[src/drs_pkg.sv]
// drs_pkg: types, codes and constants shared by the relay sequencer files
// no dependencies; imported by drs_step, drs_out_buf, dual_input_relay_sequencer, drs_checker and tb
package drs_pkg;

   // sequencer phases; code 7 has no meaning and falls back to idle
   typedef enum logic [2:0] {
      PH_IDLE    = 3'd0,
      PH_ARMED   = 3'd1,
      PH_RELAY_ON = 3'd2,
      PH_ORANGE  = 3'd3,
      PH_RELEASE = 3'd4,
      PH_OFF_WAIT = 3'd5,
      PH_QUIET   = 3'd6
   } phase_type;

   // configuration register indexes
   localparam logic [2:0] CSR_ARM_DELAY      = 3'd0;
   localparam logic [2:0] CSR_HOLD_DELAY     = 3'd1;
   localparam logic [2:0] CSR_OFF_WAIT       = 3'd2;
   localparam logic [2:0] CSR_QUIET_INTERVAL = 3'd3;
   localparam logic [2:0] CSR_QUIET_LIMIT    = 3'd4;
   localparam logic [2:0] CSR_BROWN_ENABLE   = 3'd5;

   localparam int CSR_INDEX_W = 3;
   localparam int CSR_DATA_W  = 16;

   // fixed timer loads, in seconds
   localparam logic [15:0] RETRIGGER_DELAY = 16'd15;
   localparam logic [15:0] SHORT_DELAY     = 16'd1;
   localparam logic [15:0] RETURN_DELAY    = 16'd2;

   // relay masks: bit0 tor1, bit1 tor2, bit2 out1, bit3 out2, bit4 out3
   localparam logic [4:0] ALL_RELAYS   = 5'h1F;
   localparam logic [4:0] RELEASE_MASK = 5'h0F;
   localparam logic [4:0] OUT3_MASK    = 5'h10;

   typedef struct packed {
      logic [15:0] arm_delay;
      logic [15:0] hold_delay;
      logic [15:0] off_wait;
      logic [15:0] quiet_interval;
      logic [7:0]  quiet_limit;
      logic        brown_pulse_enable;
   } cfg_type;

   localparam cfg_type CFG_RESET = '{
      arm_delay:          16'd15,
      hold_delay:         16'd15,
      off_wait:           16'd360,
      quiet_interval:     16'd60,
      quiet_limit:        8'd15,
      brown_pulse_enable: 1'b0
   };

   typedef struct packed {
      phase_type   phase;
      logic [15:0] countdown;
      logic        cd_active;
      logic        cd_done;
      logic [7:0]  quiet_count;
      logic [4:0]  relay_store;
   } seq_state_type;

   localparam seq_state_type SEQ_RESET = '{
      phase:       PH_IDLE,
      countdown:   16'd0,
      cd_active:   1'b0,
      cd_done:     1'b1,
      quiet_count: 8'd0,
      relay_store: 5'd0
   };

   typedef struct packed {
      logic [4:0] relay_levels;
      logic       orange_pulse;
      logic       brown_pulse;
      logic [2:0] phase_now;
   } rsp_type;

endpackage

[src/drs_step.sv]
// drs_step: one sample's update of timer and phase sequencer, combinational
// depends on drs_pkg
module drs_step
   import drs_pkg::*;
(
   input  seq_state_type cur,
   input  cfg_type       cfg,
   input  logic          second_tick,
   input  logic          level_a,
   input  logic          level_b,
   output seq_state_type nxt,
   output rsp_type       rsp
);

   always_comb begin
      seq_state_type s;
      logic          trig;
      logic          orange;
      logic          brown;
      logic          start;
      logic [15:0]   load;

      s      = cur;
      trig   = !level_a || !level_b;
      orange = 1'b0;
      brown  = 1'b0;
      start  = 1'b0;
      load   = 16'd0;

      // tick goes first
      if (second_tick && s.cd_active) begin
         if (s.countdown != 16'd0) begin
            s.countdown = s.countdown - 16'd1;
         end else begin
            s.cd_done   = 1'b1;
            s.cd_active = 1'b0;
         end
      end

      if (s.cd_done) begin
         case (s.phase)
            PH_IDLE: begin
               if (trig) begin
                  start   = 1'b1;
                  load    = cfg.arm_delay;
                  s.phase = PH_ARMED;
               end
            end
            PH_ARMED: begin
               start   = 1'b1;
               load    = SHORT_DELAY;
               s.phase = trig ? PH_RELAY_ON : PH_IDLE;
            end
            PH_RELAY_ON: begin
               s.relay_store = s.relay_store | ALL_RELAYS;
               start   = 1'b1;
               load    = cfg.hold_delay;
               s.phase = PH_ORANGE;
            end
            PH_ORANGE: begin
               orange  = 1'b1;
               start   = 1'b1;
               load    = cfg.hold_delay;
               s.phase = PH_RELEASE;
            end
            PH_RELEASE: begin
               s.relay_store = s.relay_store & ~RELEASE_MASK;
               start   = 1'b1;
               load    = cfg.off_wait;
               s.phase = PH_OFF_WAIT;
            end
            PH_OFF_WAIT: begin
               start = 1'b1;
               if (trig) begin
                  load    = RETURN_DELAY;
                  s.phase = PH_RELAY_ON;
               end else begin
                  s.quiet_count = 8'd0;
                  load    = SHORT_DELAY;
                  s.phase = PH_QUIET;
               end
            end
            PH_QUIET: begin
               start = 1'b1;
               if (s.quiet_count < cfg.quiet_limit) begin
                  if (trig) begin
                     load    = RETRIGGER_DELAY;
                     s.phase = PH_RELAY_ON;
                  end else begin
                     s.quiet_count = s.quiet_count + 8'd1;
                     load          = cfg.quiet_interval;
                  end
               end else begin
                  brown         = cfg.brown_pulse_enable;
                  s.relay_store = s.relay_store & ~OUT3_MASK;
                  load          = RETURN_DELAY;
                  s.phase       = PH_IDLE;
               end
            end
            default: begin
               // unused code: back to idle, timer left alone
               s.phase = PH_IDLE;
            end
         endcase
      end

      if (start) begin
         s.cd_done   = 1'b0;
         s.countdown = load;
         s.cd_active = 1'b1;
      end

      nxt              = s;
      rsp.relay_levels = s.relay_store;
      rsp.orange_pulse = orange;
      rsp.brown_pulse  = brown;
      rsp.phase_now    = s.phase;
   end

endmodule

[src/drs_out_buf.sv]
// drs_out_buf: two-entry result buffer, output register plus skid entry
// depends on drs_pkg
module drs_out_buf
   import drs_pkg::*;
(
   input  logic    clock,
   input  logic    reset,
   input  logic    push,
   input  rsp_type push_data,
   output logic    full,
   output logic    out_valid,
   input  logic    out_ready,
   output rsp_type out_data
);

   logic    main_valid_ff, main_valid_in;
   logic    skid_valid_ff, skid_valid_in;
   rsp_type main_data_ff, main_data_in;
   rsp_type skid_data_ff, skid_data_in;
   logic    pop;

   assign pop = main_valid_ff && out_ready;

   always_comb begin
      main_valid_in = main_valid_ff;
      skid_valid_in = skid_valid_ff;
      main_data_in  = main_data_ff;
      skid_data_in  = skid_data_ff;
      if (pop) begin
         if (skid_valid_ff) begin
            main_data_in  = skid_data_ff;
            skid_valid_in = 1'b0;
         end else if (push) begin
            main_data_in = push_data;
         end else begin
            main_valid_in = 1'b0;
         end
      end else if (push) begin
         if (!main_valid_ff) begin
            main_data_in  = push_data;
            main_valid_in = 1'b1;
         end else begin
            skid_data_in  = push_data;
            skid_valid_in = 1'b1;
         end
      end
   end

   always_ff @(posedge clock) begin
      if (reset) begin
         main_valid_ff <= 1'b0;
         skid_valid_ff <= 1'b0;
      end else begin
         main_valid_ff <= main_valid_in;
         skid_valid_ff <= skid_valid_in;
      end
      main_data_ff <= main_data_in;
      skid_data_ff <= skid_data_in;
   end

   assign full      = skid_valid_ff;
   assign out_valid = main_valid_ff;
   assign out_data  = main_data_ff;

endmodule

[src/dual_input_relay_sequencer.sv]
// dual_input_relay_sequencer: top level, config registers, sequencer state, result buffer
// depends on drs_pkg, drs_step, drs_out_buf
//
// usage
//  - req channel: one transfer per sample, carrying the one-second tick flag
//    and the two input levels (0 means triggered)
//  - rsp channel: exactly one transfer per req transfer, in order, with the
//    relay levels, the orange and brown pulse requests and the phase after
//    that sample
//  - csr port: write-only, one register per cycle, index and 16-bit data;
//    write only while no result is outstanding
//  - result path: a result is registered into the buffer's output register, or its skid entry
//  - throughput: one sample per cycle while req_ready is high; the sequencer
//    update is a single combinational pass from the held state to the state register
//  - stall: a two-entry result buffer lets one more sample in while the
//    receiver holds off; req_ready drops once both entries are occupied
//  - reset: synchronous; config returns to its defaults, the sequencer to
//    idle with the timer done and all relays off, the buffer empties
module dual_input_relay_sequencer
   import drs_pkg::*;
(
   input  logic                   clock,
   input  logic                   reset,

   input  logic                   req_valid,
   output logic                   req_ready,
   input  logic                   req_second_tick,
   input  logic                   req_level_a,
   input  logic                   req_level_b,

   output logic                   rsp_valid,
   input  logic                   rsp_ready,
   output logic [4:0]             rsp_relay_levels,
   output logic                   rsp_orange_pulse,
   output logic                   rsp_brown_pulse,
   output logic [2:0]             rsp_phase_now,

   input  logic                   csr_wen,
   input  logic [CSR_INDEX_W-1:0] csr_index,
   input  logic [CSR_DATA_W-1:0]  csr_wdata
);

   cfg_type       cfg_ff, cfg_in;
   seq_state_type state_ff, state_in;
   seq_state_type step_state;
   rsp_type       step_rsp;
   rsp_type       buf_data;
   logic          buf_full;
   logic          req_xfer;

   // config writes; unknown indexes are dropped
   always_comb begin
      cfg_in = cfg_ff;
      if (csr_wen) begin
         case (csr_index)
            CSR_ARM_DELAY:      cfg_in.arm_delay          = csr_wdata;
            CSR_HOLD_DELAY:     cfg_in.hold_delay         = csr_wdata;
            CSR_OFF_WAIT:       cfg_in.off_wait           = csr_wdata;
            CSR_QUIET_INTERVAL: cfg_in.quiet_interval     = csr_wdata;
            CSR_QUIET_LIMIT:    cfg_in.quiet_limit        = csr_wdata[7:0];
            CSR_BROWN_ENABLE:   cfg_in.brown_pulse_enable = csr_wdata[0];
            default:            cfg_in = cfg_ff;
         endcase
      end
   end

   assign req_ready = !buf_full;
   assign req_xfer  = req_valid && req_ready;

   // tick then phase step for the sample on the req ports
   drs_step u_step (
      .cur         (state_ff),
      .cfg         (cfg_ff),
      .second_tick (req_second_tick),
      .level_a     (req_level_a),
      .level_b     (req_level_b),
      .nxt         (step_state),
      .rsp         (step_rsp)
   );

   // state advances only on an accepted transfer
   assign state_in = req_xfer ? step_state : state_ff;

   always_ff @(posedge clock) begin
      if (reset) begin
         cfg_ff   <= CFG_RESET;
         state_ff <= SEQ_RESET;
      end else begin
         cfg_ff   <= cfg_in;
         state_ff <= state_in;
      end
   end

   drs_out_buf u_out_buf (
      .clock     (clock),
      .reset     (reset),
      .push      (req_xfer),
      .push_data (step_rsp),
      .full      (buf_full),
      .out_valid (rsp_valid),
      .out_ready (rsp_ready),
      .out_data  (buf_data)
   );

   assign rsp_relay_levels = buf_data.relay_levels;
   assign rsp_orange_pulse = buf_data.orange_pulse;
   assign rsp_brown_pulse  = buf_data.brown_pulse;
   assign rsp_phase_now    = buf_data.phase_now;

`ifndef SYNTH
   // every accepted sample leaves a result to deliver next cycle
   a_rsp_after_req: assert property (@(posedge clock) disable iff (reset)
      req_valid && req_ready |=> rsp_valid)
      else $error("no result after accepted sample");

   // while the latch phases run, all five relays are on
   a_relays_on: assert property (@(posedge clock) disable iff (reset)
      rsp_valid && (rsp_phase_now == PH_ORANGE || rsp_phase_now == PH_RELEASE)
         |-> rsp_relay_levels == ALL_RELAYS)
      else $error("relays not all on in latch phases");

   // orange pulse only on the step into release
   a_orange_phase: assert property (@(posedge clock) disable iff (reset)
      rsp_valid && rsp_orange_pulse |-> rsp_phase_now == PH_RELEASE)
      else $error("orange pulse outside release step");

   // brown pulse only on the final step back to idle, with out3 dropped
   a_brown_phase: assert property (@(posedge clock) disable iff (reset)
      rsp_valid && rsp_brown_pulse |-> rsp_phase_now == PH_IDLE && !rsp_relay_levels[4])
      else $error("brown pulse outside final step");
`endif

endmodule

[config.mk]
export PLATFORM = sky130hd
export DESIGN_NAME = dual_input_relay_sequencer
export DESIGN_NICKNAME = d
export VERILOG_FILES = /design/src/drs_pkg.sv /design/src/drs_step.sv /design/src/drs_out_buf.sv /design/src/dual_input_relay_sequencer.sv
export SDC_FILE = /design/constraint.sdc
export NUM_CORES = 1
export LEC_CHECK = 0
export BUFFER_PORTS_ARGS = -buffer_cell sky130_fd_sc_hd__buf_2
export CORE_ASPECT_RATIO = 1.75
export CORE_MARGIN = 1.5
export CORE_UTILIZATION = 30
export CTS_CLUSTER_SIZE = 20
export DETAILED_ROUTE_END_ITERATION = 8
export GPL_ROUTABILITY_DRIVEN = 0
export SLEW_MARGIN = 20
export SYNTH_ARGS = -nofsm -noshare
export SYNTH_HDL_FRONTEND = slang
export SYNTH_HIERARCHICAL = 1
export SYNTH_SLANG_ARGS = --single-unit
[constraint.sdc]
create_clock -name clock -period 2.9 [get_ports clock]
set_input_delay 0.145 -clock clock [delete_from_list [all_inputs] [get_ports clock]]
set_output_delay 0.145 -clock clock [all_outputs]
set_load 0.005 [all_outputs]
==> results of run 1 <==
[cell type report]
type                    instances  share of cell area [%]
clock inverters                 9                   1.049
clock buffers                  23                   6.528
well taps                     292                   4.863
repair buffers                 62                   5.562
multi-input cells             562                   43.96
inverters                      20                  0.9992
flip-flops and latches        129                   37.04
[per-stage QoR]
stage / power, mW / std cells / utilization [%] / setup slack (ns)
final: 4.542 / 1097 / 35.09 / 0.4492
after global routing: 4.723 / 1097 / 35.09 / 0.2964
after global placement: 2.501 / 1057 / 32.06 / 0.5456
after detailed placement: 2.510 / 1057 / 32.06 / 0.4842
after floorplan: 2.348 / 774 / - / 0.5716
after CTS: 4.581 / 1097 / 35.09 / 0.4778
[sequential cells by signal, summed over array words and instances, names as in the netlist]
name and flops:
cfg_ff 73, state_ff 34, u_out_buf/out_data 10, u_out_buf/skid_data_ff 10, u_out_buf/full 1, u_out_buf/out_valid 1
[tightest hold or removal path: stages]
cell and delay [ns]:
buf_2 0.13, nand2_1 0.06, a21oi_1 0.05
[per-layer routing]
| layer | share of wire [%] | GRT usage, % |
|---|---|---|
| met2 | 51 | 27.64 |
| met1 | 42 | 17.44 |
| met4 | 3.5 | 7.963 |
| met3 | 3.0 | 2.915 |
| met5 | 0 | 0 |
[cells in the final DEF (no fill, tap or decap), types with 9 or more instances in the layout]
master,n
nand2_1,184
o21ai_0,12
buf_2,37
mux2_2,10
a21oi_1,111
nor3_1,29
a31oi_1,9
xnor2_1,9
edfxtp_1,20
buf_4,15
nor2_1,23
clkbuf_16,19
ha_1,10
dfxtp_1,109
nand3_1,10
inv_1,19
mux2i_1,17
a222oi_1,14
[cell families (layout without fill, tap and decap cells)]
logic type	after synthesis	in the layout	share of synthesized area (%)
buffers and inverters	83	114	6.416
and+or+nand+nor	308	308	22.93
AOI/OAI and AO/OA	205	205	19.90
adders and majority gates	10	10	1.927
muxes	27	27	4.355
xor gates and xnor gates	12	12	1.619
DFF	129	129	42.85
[report_power, final]
part / switching (mW) / total (mW) / internal, mW
sequential: 0.0471 / 1.93 / 1.88
combinational: 0.338 / 0.552 / 0.214
clock: 0.791 / 2.06 / 1.27
[timing repair]
| item | in CTS | in global routing |
|---|---|---|
| hold buffers | 8 | 0 |
| gates resized for setup | 0 | 0 |
| hold endpoints to repair | 23 | 0 |
[how the worst max path moves through the flow]
stage / to / slack (ns) / depth (start not counted)
2_1_floorplan: u_out_buf/out_data[2]$_DFFE_PP_ / 0.57 / 9
3_3_place_gp: state_ff[8]$_SDFFE_PP0P_ / 0.55 / 7
4_1_cts: u_out_buf/out_data[2]$_DFFE_PP_ / 0.48 / 8
3_5_place_dp: u_out_buf/out_data[2]$_DFFE_PP_ / 0.48 / 8
5_1_grt: u_out_buf/out_data[2]$_DFFE_PP_ / 0.30 / 7
6_report: u_out_buf/out_data[2]$_DFFE_PP_ / 0.45 / 6
==> results by group, run 1 <==
Status
  – Status: complete, no violations

Yosys
  – Top cells by area, synth: dfxtp_1 (34%), nand2_1 (11%), edfxtp_1 (9.2%), a21oi_1 (8.6%), mux2i_1 (2.6%)
  – Yosys warns: 6
  – Post-synth top flop: dfxtp_1
  – Synth Area per Inst: 8.390 sq um
  – Net Count, Synth: 811
  – EDFF count, synth: 20
  – Synth cell count leaders: nand2_1 (184), a21oi_1 (111), dfxtp_1 (109)
  – Cells after Synth: 774
  – Sequential fraction of the synthesis area: 42.85%
  – Yosys top cell area share: 33.60%
  – #FFs+latches synth: 129
  – Library cells used by synthesis: 72
  – Most common cell in the netlist: nand2_1
  – Synth area leader: dfxtp_1
  – Async set-reset flop share out of synthesis: 0%
  – Post-Syn Area: 6494 sq um

Timing
  – Minimum clock period: 2.451 ns
  – Max Freq: 408.0 MHz
  – Final-report hold violation count: 0
  – Worst-Margin Slew: 0.7922 ns
  – Max Slew Vio Count: 0
  – Slew HR: 47.19%
  – Worst-case hold slack: 0.007629 ns
  – Total negative setup slack: 0 ns
  – Setup violations, final: 0
  – RSZ-0062 raised after global routing: no
  – Final Cycle Share: 84.51%
  – Worst Skew: 0.005193 ns

Routing
  – Total number of vias: 5553
  – Total routed wirelength: 16850 microns
  – TritonRoute pass-1 iters: 5
  – Final ANT Viol Nets: 0
  – Via/cell ratio: 5.062
  – WL/cell: 15.36 microns
  – Drt drc: 0
  – Initial DRC count: 321

Floorplanning
  – Die Y: 197.6 microns
  – Die Width: 114.2 microns
  – # rows: 71
  – Area of the core: 21410 sq um
  – I/O Pins: 39
  – Die area: 22570 sq um
  – Starting Density: 30.33%

Global route
  – Total track usage: 15.54%
  – Vias in the first global route: 5317
  – Largest net degree at the start of global routing: 63
  – Gr ovfl total: 0
  – Initial antenna violation count: 0
  – First-pass GRT wire length: 27610 microns

Layout
  – Post-route cell area: 7513 sq um
  – Multi-input gate area: 3303 sq um
  – Fin nets: 829
  – Fillers: 2218
  – Synth-to-layout area growth: 15.70%
  – Storage cell area: 2783 sq um
  – # diodes: 0
  – Share of cells above drive strength 1: 13.79%

Power
  – VDD IR max: 419.5 uV
  – Leakage power: 2.694 nW
  – Power per cell area: 604.5 nW/um^2

Clock tree
  – Clock Tree Root: clkbuf_16
  – Longest Clk Path Bufs: 2
  – CTS tree: built
  – Sinks on Clock Net: 129
  – Worst-Skew Late Latency: 0.42 ns
  – Num CTS Buffers: 17
  – Worst-path clk slew: 0.06 ns
  – H-Tree Depth: 4
  – Setup repair bufs after CTS: 0

Worst setup path
  – Crit path buf inv count: 0
  – CP peak stage delay: 0.55 ns
  – Worst EP arrival: 2.62 ns
  – Worst path slowest cell: nor4_2
  – Critical path launch point: state_ff[28]$_SDFFE_PP0P_
  – Endpoint class of the critical path: flip-flop
  – R2R Path End: u_out_buf/out_data[2]$_DFFE_PP_
  – RR Startpoint: state_ff[28]$_SDFFE_PP0P_
  – Reg2reg path depth: 6
  – Critical path's top delay family: simple AND/OR/NAND/NOR gates
  – Setup CP Type: reg -> reg
  – Crit-path cells: nor4_2, nand4_1, o21bai_1, nand2_1, a221o_1, mux2_2
  – Startpoint types: flip-flop
  – CP Max Fanout: 4
  – FF-to-FF setup slack: 0.45 ns
  – Worst EP required: 3.07 ns

Place
  – Post-Place Cell Area: 6864 sq um
  – Hpwl dp: 11460 microns
  – PortBufs: 38

Min path
  – Hold Crit Class: in -> reg
  – Hold Path Sink: cfg_ff[38]$_SDFFE_PP0P_
  – Worst hold start: csr_wdata[13]
  – Hold path depth: 3

Run
  – Max Cap Violations: 0
Note: power is estimated with default switching activity, not from simulation.
==> inputs of run 2 (changes only) <==
==> constraint.sdc (replaced) <==
create_clock -name clock -period 2.3 [get_ports clock]
set_input_delay 0.115 -clock clock [delete_from_list [all_inputs] [get_ports clock]]
set_output_delay 0.115 -clock clock [all_outputs]
set_load 0.005 [all_outputs]
==> run 2 against run 1 <==
Net effect:
- combinational power is 51% higher
- clock power is 32% higher
- critical path type unchanged
- register-to-register slack worse by 0.42 ns
- count of clock-buffer cells in the layout stayed put
- die area stayed put
- sequential share of layout area is 2.5 points lower
- total power is 31% higher
- global-route usage is 0.69 points higher
- design area is 7.4% higher
- first-iteration DRC count is 31% higher
- maximum frequency is 8.0% higher
- sequential power is 25% higher
==> results by group, run 2 (synthesized netlist as in run 1, its figures left out) <==
Status
  – Status: complete, no violations

Layout
  – Fin nets: 880 (+6.2%)
  – Final Core Density: 37.70% (+2.6 points)
  – Largest register FFs: 73 (unchanged)
  – Synth-to-layout area growth: 24.28%
  – Most common cell after layout, fill and taps aside: nand2_1
  – Share of cells above drive strength 1: 21.73% (+7.9 points)
  – # diodes: 0 (unchanged)
  – Fillers: 2185 (-1.5%)
  – Biggest regs: cfg_ff (73), state_ff (34)
  – Biggest register: cfg_ff
  – Commonest non-fill, non-tap cells in the layout: nand2_1 (184), a21oi_1 (105), dfxtp_1 (104), buf_4 (58), buf_2 (37)

Timing
  – Max Freq: 440.7 MHz (+8.0%)
  – Total negative setup slack: 0 ns (unchanged)
  – Max Slew Vio Count: 0 (unchanged)
  – Worst-Margin Slew: 0.8217 ns (+0.02947 ns)
  – Final Cycle Share: 98.67% (+14 points)
  – Slew HR: 45.18% (-2.0 points)
  – Setup violations, final: 0 (unchanged)
  – Worst-case hold slack: 0.01437 ns (+0.006740 ns)
  – Final-report hold violation count: 0 (unchanged)
  – RSZ-0062 raised after global routing: yes
  – Minimum clock period: 2.269 ns (-0.1814 ns)
  – Final worst-path setup slack: 0.03063 ns (-0.4186 ns)
  – Worst Skew: 0.008136 ns (+0.002943 ns)

Power
  – VDD IR max: 519.5 uV (+24%)
  – Power per cell area: 738.5 nW/um^2 (+22%)
  – Leakage power: 2.958 nW (+9.8%)

Clock tree
  – Worst-Skew Late Latency: 0.42 ns (about the same)
  – Worst-path clk slew: 0.06 ns (about the same)
  – Sinks on Clock Net: 129 (unchanged)
  – Num CTS Buffers: 17 (unchanged)
  – H-Tree Depth: 4 (unchanged)
  – Clock Tree Root: clkbuf_16
  – Longest Clk Path Bufs: 2 (unchanged)
  – CTS tree: built

Worst setup path
  – RR Startpoint: cfg_ff[8]$_SDFFE_PP0P_
  – Worst path slowest cell: a221o_1
  – Endpoint class of the critical path: flip-flop
  – Worst EP arrival: 2.44 ns (-0.18 ns)
  – CP dominant cell by count: nand2_1
  – CP peak stage delay: 0.35 ns (-0.20 ns)
  – Reg2reg path depth: 8 (+2)
  – Crit-path cells: inv_1, ha_1, nand2_1, nor2_2, a211o_4, nand2_1, a221o_1, mux2_2
  – Critical path's top delay family: compound AO/OA/AOI/OAI gates
  – Crit path buf inv count: 1 (+1)
  – R2R Path End: u_out_buf/out_data[2]$_DFFE_PP_
  – Worst EP required: 2.47 ns (-0.60 ns)
  – Startpoint types: flip-flop
  – FF-to-FF setup slack: 0.03 ns (-0.42 ns)
  – Setup CP Type: reg -> reg
  – CP Max Fanout: 5 (+1)

Routing
  – TritonRoute pass-1 iters: 5 (unchanged)
  – Total number of vias: 5728 (+3.2%)
  – Via/cell ratio: 4.990 (-1.4%)
  – WL/cell: 15.57 microns (+1.3%)
  – Drt drc: 0 (unchanged)
  – Initial DRC count: 422 (+31%)
  – Total routed wirelength: 17870 microns (+6.0%)
  – Final ANT Viol Nets: 0 (unchanged)

Global route
  – Initial antenna violation count: 0 (unchanged)
  – Vias in the first global route: 5480 (+3.1%)
  – Total track usage: 16.22% (+0.69 points)
  – First-pass GRT wire length: 28450 microns (+3.0%)
  – Gr ovfl total: 0 (unchanged)
  – Largest net degree at the start of global routing: 45 (-29%)

Min path
  – Hold path depth: 3 (unchanged)
  – Worst hold start: csr_wdata[4]
  – Hold Path Sink: cfg_ff[45]$_SDFFE_PP0P_
  – Hold Crit Class: in -> reg

Floorplanning
  – Die Width: 114.2 microns (unchanged)
  – Die Y: 197.6 microns (unchanged)
  – Die area: 22570 sq um (unchanged)
  – Starting Density: 30.33% (unchanged)
  – Area of the core: 21410 sq um (unchanged)
  – # rows: 71 (unchanged)
  – I/O Pins: 39 (unchanged)

Place
  – Place WS: 0.05974 ns (-0.4244 ns)
  – Hpwl dp: 12060 microns (+5.2%)
  – PortBufs: 38 (unchanged)

Run
  – Max Cap Violations: 0 (unchanged)
[run 2: cell count changes in the layout (fill, tap and decap cells not counted), sizes merged]
cell         change
dlygate4sd3      +6
buf             +45
clkinvlp         +1
bufinv           +1
inv              +1
clkinv           -3
[run 2: how the worst max path moves through the flow]
stage / start / slack (ns) / to / cells past startpoint
5_1_grt: cfg_ff[8]$_SDFFE_PP0P_ / -0.05 / u_out_buf/out_data[2]$_DFFE_PP_ / 8
3_3_place_gp: cfg_ff[6]$_SDFFE_PP0P_ / 0.08 / u_out_buf/out_data[2]$_DFFE_PP_ / 8
4_1_cts: cfg_ff[6]$_SDFFE_PP0P_ / 0.05 / u_out_buf/out_data[2]$_DFFE_PP_ / 8
2_1_floorplan: state_ff[15]$_SDFFE_PP0P_ / 0.004 / u_out_buf/out_data[9]$_DFFE_PP_ / 10
6_report: cfg_ff[8]$_SDFFE_PP0P_ / 0.03 / u_out_buf/out_data[2]$_DFFE_PP_ / 8
3_5_place_dp: cfg_ff[6]$_SDFFE_PP0P_ / 0.06 / u_out_buf/out_data[2]$_DFFE_PP_ / 8
[run 2: final cells by class]
type / instances / area [sq um] / area share, %
Multi-Input combinational cell: 562 / 3435 / 42.56
Tap cell: 292 / 365.4 / 4.527
Sequential cell: 129 / 2789 / 34.56
Timing Repair Buffer: 113 / 814.5 / 10.09
Inverter: 20 / 75.07 / 0.9302
Clock buffer: 23 / 488.0 / 6.047
Clock inverter: 9 / 103.9 / 1.287
[run 2: report_power, final]
| part | internal (mW) | switching [mW] |
|---|---|---|
| combinational | 0.357 | 0.476 |
| clock | 1.70 | 1.01 |
| sequential | 2.37 | 0.0464 |
[run 2: per-layer routing]
layer  vias to the layer above  GRT usage (%)  wire [microns]
met4                         0          6.852             325
met3                        22          2.271             520
met2                       110          30.14            9715
met5                         -              0               0
li1                       2887              -               -
met1                      2709          18.20            7308
[run 2: per-stage QoR]
stage / total power [mW] / cells / area, sq um
4_1_cts: 5.961 / 1144 / 7891
3_3_place_gp: 3.229 / 1098 / 7159
6_report: 5.960 / 1148 / 8070
3_5_place_dp: 3.238 / 1098 / 7159
5_1_grt: 6.176 / 1148 / 8070
2_1_floorplan: 2.962 / 774 / 6497
[run 2: tightest hold or removal path: cells and delay by family]
kind,cells,cell delay [ns]
buffers and inverters,1,0.15
AND/OR/NAND/NOR,1,0.07
AO/OA/AOI/OAI,1,0.05
[run 2: timing repair]
item / in CTS / in global routing
buffers inserted: 0 / 3
hold buffers: 14 / 0
hold endpoints to repair: 43 / 0
setup endpoints to repair: 0 / 34
gates resized for setup: 0 / 42
